$ cat src/hw/rtl/three_phase_current_sense_macros.svh
// ----------------------------------------------------------------------------
// Three-phase current sense assertion macros
// Concurrent assertion wrappers clocked on clk and disabled in reset.
// ----------------------------------------------------------------------------
`ifndef THREE_PHASE_CURRENT_SENSE_MACROS_SVH
`define THREE_PHASE_CURRENT_SENSE_MACROS_SVH

`ifndef SYNTHESIS
`define TPCS_ASSERT_IMP(lbl, ante, cons, msg) \
  lbl: assert property (@(posedge clk) disable iff (rst) (ante) |-> (cons)) else $error(msg);
`define TPCS_ASSERT_NXT(lbl, ante, cons, msg) \
  lbl: assert property (@(posedge clk) disable iff (rst) (ante) |=> (cons)) else $error(msg);
`else
`define TPCS_ASSERT_IMP(lbl, ante, cons, msg)
`define TPCS_ASSERT_NXT(lbl, ante, cons, msg)
`endif

`endif

$ cat src/hw/rtl/tpcs_pkg.sv
// ----------------------------------------------------------------------------
// Three-phase current sense package
// Widths, register map and the frame record passed to the scaler.
// ----------------------------------------------------------------------------
`default_nettype none

package tpcs_pkg;

  localparam int PHASES   = 3;
  localparam int SAMPLE_W = 12;
  localparam int SUM_W    = 16;
  localparam int GAIN_W   = 24;
  localparam int CUR_W    = 25;

  localparam logic [GAIN_W-1:0] GAIN_RESET = 24'd65536;

  // register index, taken from paddr[2]
  localparam logic REG_CURRENT_GAIN = 1'b0;

  // finished frame: sums of this frame and the bias in force at its end
  typedef struct packed {
    logic                          kind;
    logic [PHASES-1:0][SUM_W-1:0]  sum;
    logic [PHASES-1:0][SUM_W-1:0]  bias;
  } tpcs_frame_t;

endpackage

`default_nettype wire

$ cat src/hw/rtl/tpcs_scale.sv
// ----------------------------------------------------------------------------
// Current scaler
// Per phase: product of (sum - bias) and gain, then negate, floor shift by 16
// and saturate into the output register; calibration frames (kind 0) give zero.
// ----------------------------------------------------------------------------
`default_nettype none

module tpcs_scale (
  input  wire logic                                         clk,
  input  wire logic                                         rst,
  input  wire logic                                         in_valid,
  output logic                                              in_ready,
  input  wire tpcs_pkg::tpcs_frame_t                        in_frame,
  input  wire logic [tpcs_pkg::GAIN_W-1:0]                  gain,
  output logic                                              out_valid,
  input  wire logic                                         out_ready,
  output logic [tpcs_pkg::PHASES-1:0][tpcs_pkg::CUR_W-1:0]  current,
  output logic                                              was_cal
);

  localparam int DIFF_W = tpcs_pkg::SUM_W + 1;
  localparam int PROD_W = DIFF_W + tpcs_pkg::GAIN_W + 1;
  localparam int NEG_W  = PROD_W + 1;
  localparam int Q_W    = NEG_W - 16;
  localparam int CUR_W  = tpcs_pkg::CUR_W;

  logic                                              v2;
  logic                                              kind2;
  logic signed [tpcs_pkg::PHASES-1:0][PROD_W-1:0]    prod;
  logic signed [tpcs_pkg::PHASES-1:0][PROD_W-1:0]    prod_next;
  logic        [tpcs_pkg::PHASES-1:0][CUR_W-1:0]     current_next;
  logic                                              out_adv;

  assign out_adv  = !out_valid || out_ready;
  assign in_ready = !v2 || out_adv;

  always_comb begin
    for (int p = 0; p < tpcs_pkg::PHASES; p++) begin
      logic signed [DIFF_W-1:0] diff;
      logic signed [PROD_W-1:0] diff_x;
      logic signed [PROD_W-1:0] gain_x;
      diff   = signed'({1'b0, in_frame.sum[p]}) - signed'({1'b0, in_frame.bias[p]});
      diff_x = PROD_W'(diff);
      gain_x = signed'({{(PROD_W - tpcs_pkg::GAIN_W){1'b0}}, gain});
      prod_next[p] = diff_x * gain_x;
    end
  end

  always_comb begin
    for (int p = 0; p < tpcs_pkg::PHASES; p++) begin
      logic signed [NEG_W-1:0] neg;
      logic signed [Q_W-1:0]   q;
      neg = -NEG_W'(signed'(prod[p]));
      // arithmetic shift: floor division by 2^16
      q = neg[NEG_W-1:16];
      if (kind2 == 1'b0) begin
        current_next[p] = '0;
      end else if (q[Q_W-1:CUR_W-1] != '0 && q[Q_W-1:CUR_W-1] != '1) begin
        current_next[p] = q[Q_W-1] ? {1'b1, {(CUR_W-1){1'b0}}} : {1'b0, {(CUR_W-1){1'b1}}};
      end else begin
        current_next[p] = q[CUR_W-1:0];
      end
    end
  end

  always_ff @(posedge clk) begin
    if (rst) begin
      v2        <= 1'b0;
      out_valid <= 1'b0;
    end else begin
      if (in_ready) begin
        v2 <= in_valid;
      end
      if (out_adv) begin
        out_valid <= v2;
      end
    end
    if (in_ready && in_valid) begin
      prod  <= prod_next;
      kind2 <= in_frame.kind;
    end
    if (out_adv && v2) begin
      current <= current_next;
      was_cal <= !kind2;
    end
  end

endmodule

`default_nettype wire

$ cat src/hw/rtl/three_phase_current_sense.sv
// Output: m_tvalid rises once a frame's last sample has passed the frame register,
//   the gain product register and the output register, in that order.
// Throughput: one sample per cycle while s_tready is high; one result per FRAME_LEN samples.
// Reset (synchronous, rst high): frame position, sums, bias, frame kind and all
//   valid flags clear; current_gain returns to 65536.
// ----------------------------------------------------------------------------
// Three-phase current sense
// Frame accumulation with bias calibration, gain scaling and APB gain register.
// ----------------------------------------------------------------------------
`default_nettype none

module three_phase_current_sense #(
  parameter int FRAME_LEN = 16,
  parameter int SKIP      = 4
) (
  input  wire logic        clk,
  input  wire logic        rst,
  // APB configuration
  input  wire logic        psel,
  input  wire logic        penable,
  input  wire logic        pwrite,
  input  wire logic [2:0]  paddr,
  input  wire logic [31:0] pwdata,
  output logic      [31:0] prdata,
  output logic             pready,
  // sample stream
  input  wire logic        s_tvalid,
  output logic             s_tready,
  input  wire logic [39:0] s_tdata,   // sample_a[11:0], sample_b[23:12], sample_c[35:24]
  input  wire logic [0:0]  s_tuser,   // kind[0]
  // result stream
  output logic             m_tvalid,
  input  wire logic        m_tready,
  output logic [79:0]      m_tdata,   // current_a[24:0], current_b[49:25], current_c[74:50]
  output logic [0:0]       m_tuser    // was_calibration[0]
);

  `include "three_phase_current_sense_macros.svh"

  localparam int POS_W    = $clog2(FRAME_LEN);
  localparam int PHASES   = tpcs_pkg::PHASES;
  localparam int SUM_W    = tpcs_pkg::SUM_W;
  localparam int SAMPLE_W = tpcs_pkg::SAMPLE_W;

  logic [tpcs_pkg::GAIN_W-1:0]          current_gain;
  logic [POS_W-1:0]                     pos;
  logic [PHASES-1:0][SUM_W-1:0]         frame_sums;
  logic [PHASES-1:0][SUM_W-1:0]         frame_sums_next;
  logic [PHASES-1:0][SUM_W-1:0]         bias_sums;
  logic                                 frame_kind;
  logic                                 kind_next;
  logic                                 s_accept;
  logic                                 last;
  logic                                 counted;
  logic                                 v1;
  tpcs_pkg::tpcs_frame_t                frame1;
  logic                                 frame_ready;
  logic [PHASES-1:0][tpcs_pkg::CUR_W-1:0] current;
  logic                                 was_cal;

  // configuration
  assign pready = 1'b1;
  always_comb begin
    case (paddr[2])
      tpcs_pkg::REG_CURRENT_GAIN: prdata = {{(32 - tpcs_pkg::GAIN_W){1'b0}}, current_gain};
      default:                    prdata = '0;
    endcase
  end

  always_ff @(posedge clk) begin
    if (rst) begin
      current_gain <= tpcs_pkg::GAIN_RESET;
    end else if (psel && penable && pwrite && pready &&
                 paddr[2] == tpcs_pkg::REG_CURRENT_GAIN) begin
      current_gain <= pwdata[tpcs_pkg::GAIN_W-1:0];
    end
  end

  // accumulation
  assign s_tready = !v1 || frame_ready;
  assign s_accept = s_tvalid && s_tready;
  assign last     = pos == POS_W'(FRAME_LEN - 1);
  assign counted  = 32'(pos) >= SKIP;
  assign kind_next = (pos == '0) ? s_tuser[0] : frame_kind;

  always_comb begin
    for (int p = 0; p < PHASES; p++) begin
      logic [SUM_W-1:0] base;
      logic [SUM_W:0]   total;
      base  = (pos == '0) ? '0 : frame_sums[p];
      total = {1'b0, base} + (SUM_W + 1)'(s_tdata[p*SAMPLE_W +: SAMPLE_W]);
      if (!counted) begin
        frame_sums_next[p] = base;
      end else begin
        frame_sums_next[p] = total[SUM_W] ? '1 : total[SUM_W-1:0];
      end
    end
  end

  always_ff @(posedge clk) begin
    if (rst) begin
      pos        <= '0;
      frame_sums <= '0;
      bias_sums  <= '0;
      frame_kind <= 1'b0;
      v1         <= 1'b0;
    end else begin
      if (s_accept) begin
        pos        <= last ? '0 : pos + POS_W'(1);
        frame_sums <= frame_sums_next;
        frame_kind <= kind_next;
        if (last && kind_next == 1'b0) begin
          bias_sums <= frame_sums_next;
        end
      end
      if (s_accept && last) begin
        v1 <= 1'b1;
      end else if (frame_ready) begin
        v1 <= 1'b0;
      end
    end
    if (s_accept && last) begin
      frame1.kind <= kind_next;
      frame1.sum  <= frame_sums_next;
      frame1.bias <= bias_sums;
    end
  end

  tpcs_scale u_scale (
    .clk       (clk),
    .rst       (rst),
    .in_valid  (v1),
    .in_ready  (frame_ready),
    .in_frame  (frame1),
    .gain      (current_gain),
    .out_valid (m_tvalid),
    .out_ready (m_tready),
    .current   (current),
    .was_cal   (was_cal)
  );

  assign m_tdata = {5'b0, current[2], current[1], current[0]};
  assign m_tuser = was_cal;

  `TPCS_ASSERT_NXT(a_last_loads_frame, s_accept && last, v1, "frame end not registered")
  `TPCS_ASSERT_NXT(a_pos_wraps, s_accept && last, pos == '0, "position did not wrap")
  `TPCS_ASSERT_NXT(a_no_spurious_frame, s_accept && !last && !v1, !v1,
                   "frame registered mid-frame")
  `TPCS_ASSERT_IMP(a_cal_zero, m_tvalid && m_tuser[0], m_tdata == '0,
                   "calibration result not zero")

endmodule

`default_nettype wire
$ cat config.mk
export PLATFORM = sky130hd
export DESIGN_NAME = three_phase_current_sense
export DESIGN_NICKNAME = d
export VERILOG_FILES = /design/src/hw/rtl/tpcs_pkg.sv /design/src/hw/rtl/tpcs_scale.sv /design/src/hw/rtl/three_phase_current_sense.sv
export VERILOG_INCLUDE_DIRS = /design/src /design/src/hw/rtl
export SDC_FILE = /design/constraint.sdc
export NUM_CORES = 2
export LEC_CHECK = 0
export BUFFER_PORTS_ARGS = -buffer_cell sky130_fd_sc_hd__clkbuf_2
export CORE_MARGIN = 10
export CORE_UTILIZATION = 59
export DETAILED_ROUTE_END_ITERATION = 8
export GPL_ROUTABILITY_DRIVEN = 1
export PLACE_DENSITY = 0.76
export RECOVER_POWER = 50
export SYNTH_ARGS = -nofsm -noshare
export SYNTH_HDL_FRONTEND = slang
export SYNTH_SLANG_ARGS = --single-unit
$ cat constraint.sdc
create_clock -name clk -period 9.89 [get_ports clk]
set_input_delay 0.4945 -clock clk [delete_from_list [all_inputs] [get_ports clk]]
set_output_delay 0.4945 -clock clk [all_outputs]
set_load 0.01 [all_outputs]
Word-level counts from Yosys, hierarchy flattened
Index checks and enable logic that the tools add are counted.

$add $sub $neg: 10. Multiply operators: 3. Magnitude comparators: 1. Equal/unequal tests: 4. Muxes and demuxes: 20. Bitwise operators: 2. Reductions and logical operators: 24.

Operator list (number): $mux W25 (6); $mux W16 (9); $neg A42 Y43 (3); $mul A17 B25 Y42 (3); $add A16 B12 Y17 (3); $sub A16 B16 Y17 (3); $mux W24 (1); $logic_and A1 B1 Y1 (11); $ne A3 B3 Y1 const B (3); $reduce_bool A3 Y1 (3); $add A4 B1 Y4 const B (1); $eq A4 B4 Y1 const B (1); $ge A4 B3 Y1 const B (1); $logic_not A1 Y1 (4); $logic_not A4 Y1 (1); $mux W4 (1); $logic_or A1 B1 Y1 (3); $mux W1 (3); $not A1 Y1 (2); $reduce_and A2 Y1 (1); $reduce_bool A2 Y1 (1).

Register bits: 428. Input bits: 83. Output and inout port bits: 116. Logic and storage cells: 91.

Depth between registers and ports, before layout
Depth after elaboration: 7. Gate-level depth with buffers: 38. Mapped depth without buffers: 36.

Modules after synthesis
Synthesis repeated with hierarchy kept, for this count alone.

Cells, all modules: 7323. Area total of the unflattened synthesis: 64778.4 um^2.

Modules (own cells, without submodules): tpcs_scale (times used 1, cells an instance 6183, area each 53825.4 um^2, seq. area each 6135.9 um^2); three_phase_current_sense (times used 1, cells an instance 1140, area each 10953.0 um^2, seq. area each 5435.2 um^2).

Least setup slack after synthesis
Ideal clock, no wire load.

Path type: input to register. From: input port m_tready. To: register u_scale.kind2 (enable). Setup time: 0.808 ns. Data arrival time: 9.754 ns. Data required time: 9.082 ns. Path slack: -0.672 ns. Stages on the path: 2. Buffers on the path: 0. Cells stage by stage: nor2b_1 a21boi_0.

Word-level cells in the longest chain between the ends: 3.

RTL lines: from (decl) (line three_phase_current_sense.sv:33) `input wire logic m_tready,`; $logic_or A1 B1 Y1 (line tpcs_scale.sv:34) `assign out_adv = !out_valid || out_ready;`; $logic_or A1 B1 Y1 (line tpcs_scale.sv:35) `assign in_ready = !v2 || out_adv;`; $logic_and A1 B1 Y1 (line tpcs_scale.sv:78) `if (in_ready && in_valid) begin`; to (signal assigned) (line tpcs_scale.sv:80) `kind2 <= in_frame.kind;`; to (decl) (line tpcs_scale.sv:28) `logic kind2;`.

Every way passes these cells. A chain may end at the register's enable or synchronous reset.

==> impl_metrics.yaml <==
critical_path:
  startpoint: "frame1[16]$_DFFE_PP_"
  cp-start-kind: "flip-flop"
  r2r_start: "frame1[16]$_DFFE_PP_"
  rrSetupSlack_ns: 0.51
  end_kind: "flip-flop"
  path_common_cell: "fa_1"
  path_max_fanout: 24
  r2r_end: "u_scale.prod[82]$_DFFE_PP_"
  max_stage_delay_ns: 0.68
  rr_worst_depth: 32
  endpoint: "u_scale.prod[82]$_DFFE_PP_"
  crit_required_ns: 10.28
  slowest_stage: "or3_1"
  worst_ep_arrival_time_ns: 9.77
  critPathKind: "flip-flop to flip-flop"
pwr:
  comb_power_share_pct: 40.4
  p_sw_w: 0.00238
  internal-power_w: 0.00413
  swShare_pct: 36.6
  clkPwrFrac_pct: 28.2
  seqPwrFrac_pct: 31.5
  leakage_nw: 32.9
  ir_worst_vdd_mv: 0.132
  power_density_mw_per_mm2: 95.6
cells_and_area:
  layout.nets: 8758
  nFillCells: 9007
  post-route-util_pct: 62.6
  final_cell_mix: "inv_1 (1376), fa_1 (993), nand2_1 (912), ha_1 (515), edfxtp_1 (300)"
  drive_above_1_share_pct: 5.26
  final_common_cell: "inv_1"
  area_growth_pct: 5.52
yosys:
  yosysWarnings: 0
  synthArstFlopShare_pct: 0
  ys_seq_area_share_pct: 18.0
  syn_avg_cell_area_um2: 8.88
  synth_flop_cell: "edfxtp_1"
  synthCells: 7259
  synth_area_mm2: 0.0645
  synth_edf_count: 300
  ys_seq_elements: 428
  yosysUniqueCellTypes: 91
route:
  wl_per_cell_um: 18.9
  ant_nets: 0
  drt-vias-per-instance: 5.86
  drt_iter0_markers: 4845
  via_count: 50490
  drc: 0
  drtPass1Iterations: 8
  routed_wirelength_mm: 163
timing:
  fmax_mhz: 107
  min_period_ns: 9.38
  setup_tns_ns: 0
  maxSlewViolCount: 574
  skew_ns: 0.0152
  finalHoldViolCount: 0
  relSlewSlack_pct: -179
  fin_crit_sh_pct: 94.9
  setup_viol: 0
  worst_pin_slew_ns: 4.18
status:
  violations: "max-capacitance violations, max-slew violations"
  outcome: "finished with violations"
hold_path:
  hold_class: "input pin to flip-flop"
clock_network:
  postCtsHoldBufs: 0
  htree_levels: 2
  clk_pin_slew_ns: 0.06
  cts-buffers-inserted: 48
  clockBufferDepth: 3
  cts_tree: "done"
  cts_sinks: 428
  clkLatencyLatePin_ns: 0.66
  cts-root-buf: "clkbuf_16"
place:
  place_congestion: 0.918
  hpwlAfterDp_mm: 123
  port_buffers: 170
floorplan:
  design.core.area_mm2: 0.109
  io_pins: 199
  fp.dieW_um: 351
  die_h_um: 351
  initial_core_util_pct: 59.3
  die_area_mm2: 0.123
  rows: 121
grt:
  track_usage_pct: 27.0
  grt_pass1_vias: 52560
  grt_pass1_wl_mm: 271
  grt_overflow: 0
  antenna_found_initial: 3
  grt_max_degree: 87
job:
  cap_violations: 13
synthesized netlist by cell type, types with 20 or more instances:
cell type	n	area share, %
nor2b_1	228	2.2
a21oi_1	233	1.8
nand3_1	191	1.5
a21boi_0	23	0.27
clkbuf_1	431	2.5
buf_4	20	0.23
nand3b_1	41	0.48
o2111ai_1	32	0.43
and3_1	126	1.2
a211oi_1	90	1.0
edfxtp_1	300	14
nand2_1	912	5.3
or3_1	54	0.52
fa_1	993	31
a31oi_1	74	0.72
nor3_1	89	0.69
nor2_1	234	1.4
nand4_1	20	0.19
o21ai_0	185	1.4
o211ai_1	27	0.31
nand2b_1	53	0.51
nor4_1	44	0.43
and2_1	246	2.4
a21o_1	82	0.96
xnor2_1	142	1.9
xor2_1	53	0.72
inv_1	1376	8.0
dfxtp_1	128	4.0
ha_1	515	10
a311oi_1	25	0.34
o31ai_1	21	0.24
o311ai_0	51	0.69
cells by family (layout without fill, tap and decap cells):
| family | count (synthesis) | in the layout | synth area share (%) |
|---|---|---|---|
| and+or+nand+nor | 2286 | 2286 | 17.5 |
| buffers and inverters | 1847 | 1783 | 10.9 |
| adders and majority gates | 1508 | 1508 | 40.8 |
| AOI/OAI and AO/OA | 989 | 989 | 10.1 |
| DFF | 428 | 428 | 18.0 |
| xor gates and xnor gates | 195 | 195 | 2.65 |
| muxes | 4 | 4 | 0.0621 |
| other | 2 | 16 | 0.0117 |
power groups by stage:
stage	combinational [W]	clock (W)	sequential [W]
3_3_place_gp	0.00251	0	0.00208
6_report	0.00263	0.00183	0.00205
2_1_floorplan	0.00197	0	0.00207
3_5_place_dp	0.00258	0	0.00208
5_1_grt	0.00297	0.00194	0.00205
4_1_cts	0.00260	0.00187	0.00204
per-stage QoR:
step	cell area [µm²]	worst slack (ns)	total power [W]	instances	hold WS (ns)
after CTS	68200	0.455	0.00652	8619	0.0341
final	68000	0.508	0.00651	8623	0.0614
after detailed placement	66600	0.519	0.00466	8529	0.409
after global routing	68000	-0.00165	0.00696	8621	0.0753
after floorplan	64500	1.15	0.00404	7271	0.400
after global placement	66600	0.599	0.00459	8529	0.406
area by class of cell:
class	count	area [µm²]	share of cell area [%]
diodes	2	5.00	0.00736
clock buffers	58	1260	1.85
clock inverters	32	338	0.497
multi-input cells	4996	46100	67.7
flip-flops and latches	428	11600	17.0
inverters	1379	5180	7.61
repair buffers	314	1800	2.65
well taps	1414	1770	2.60
registers in the layout (all words and copies together) (netlist names):
name	count
u_scale.prod	126
frame1	97
u_scale.current	75
bias_sums	48
frame_sums	48
current_gain	24
pos	4
frame_kind	1
u_scale.kind2	1
u_scale.out_valid	1
u_scale.v2	1
u_scale.was_cal	1
v1	1
worst min path at each step:
| stage | start | endpoint | slack, ns | cells past startpoint |
|---|---|---|---|---|
| 2_1_floorplan | bias_sums[47]$_SDFFE_PP0P_ | frame1[47]$_DFFE_PP_ | 0.40 | 0 |
| 3_3_place_gp | frame1[96]$_DFFE_PP_ | u_scale.kind2$_DFFE_PP_ | 0.41 | 0 |
| 3_5_place_dp | bias_sums[29]$_SDFFE_PP0P_ | frame1[29]$_DFFE_PP_ | 0.41 | 0 |
| 4_1_cts | pwdata[20] | current_gain[20]$_SDFFE_PP0P_ | 0.03 | 3 |
| 5_1_grt | pwdata[21] | current_gain[21]$_SDFFE_PP0P_ | 0.08 | 3 |
| 6_report | pwdata[20] | current_gain[20]$_SDFFE_PP0P_ | 0.06 | 3 |
critical path: cells and delay by family, from the launching register on:
kind                       cells  cell delay (ns)
DFF                            1             0.39
adders and majority gates      9             3.92
and+or+nand+nor                5             1.57
buffers and inverters          3             0.15
AOI/OAI and AO/OA             15             3.08
repair_timing:
action                     4_1_cts  5_1_grt
setup buffers                    0        2
gates resized for setup          0        6
setup endpoints to repair        0        5
layer usage:
| layer | global-route usage, % | part of all wire, % | routed length [µm] | vias up |
|---|---|---|---|---|
| met5 | 0 | 0.010 | 17 | - |
| met2 | 43.1 | 46 | 74500 | 2266 |
| met3 | 5.93 | 9.9 | 16000 | 375 |
| met4 | 9.93 | 3.8 | 6160 | 2 |
| li1 | - | - | - | 22953 |
| met1 | 36.1 | 41 | 65900 | 24894 |
(Power assumes the default switching activity.)
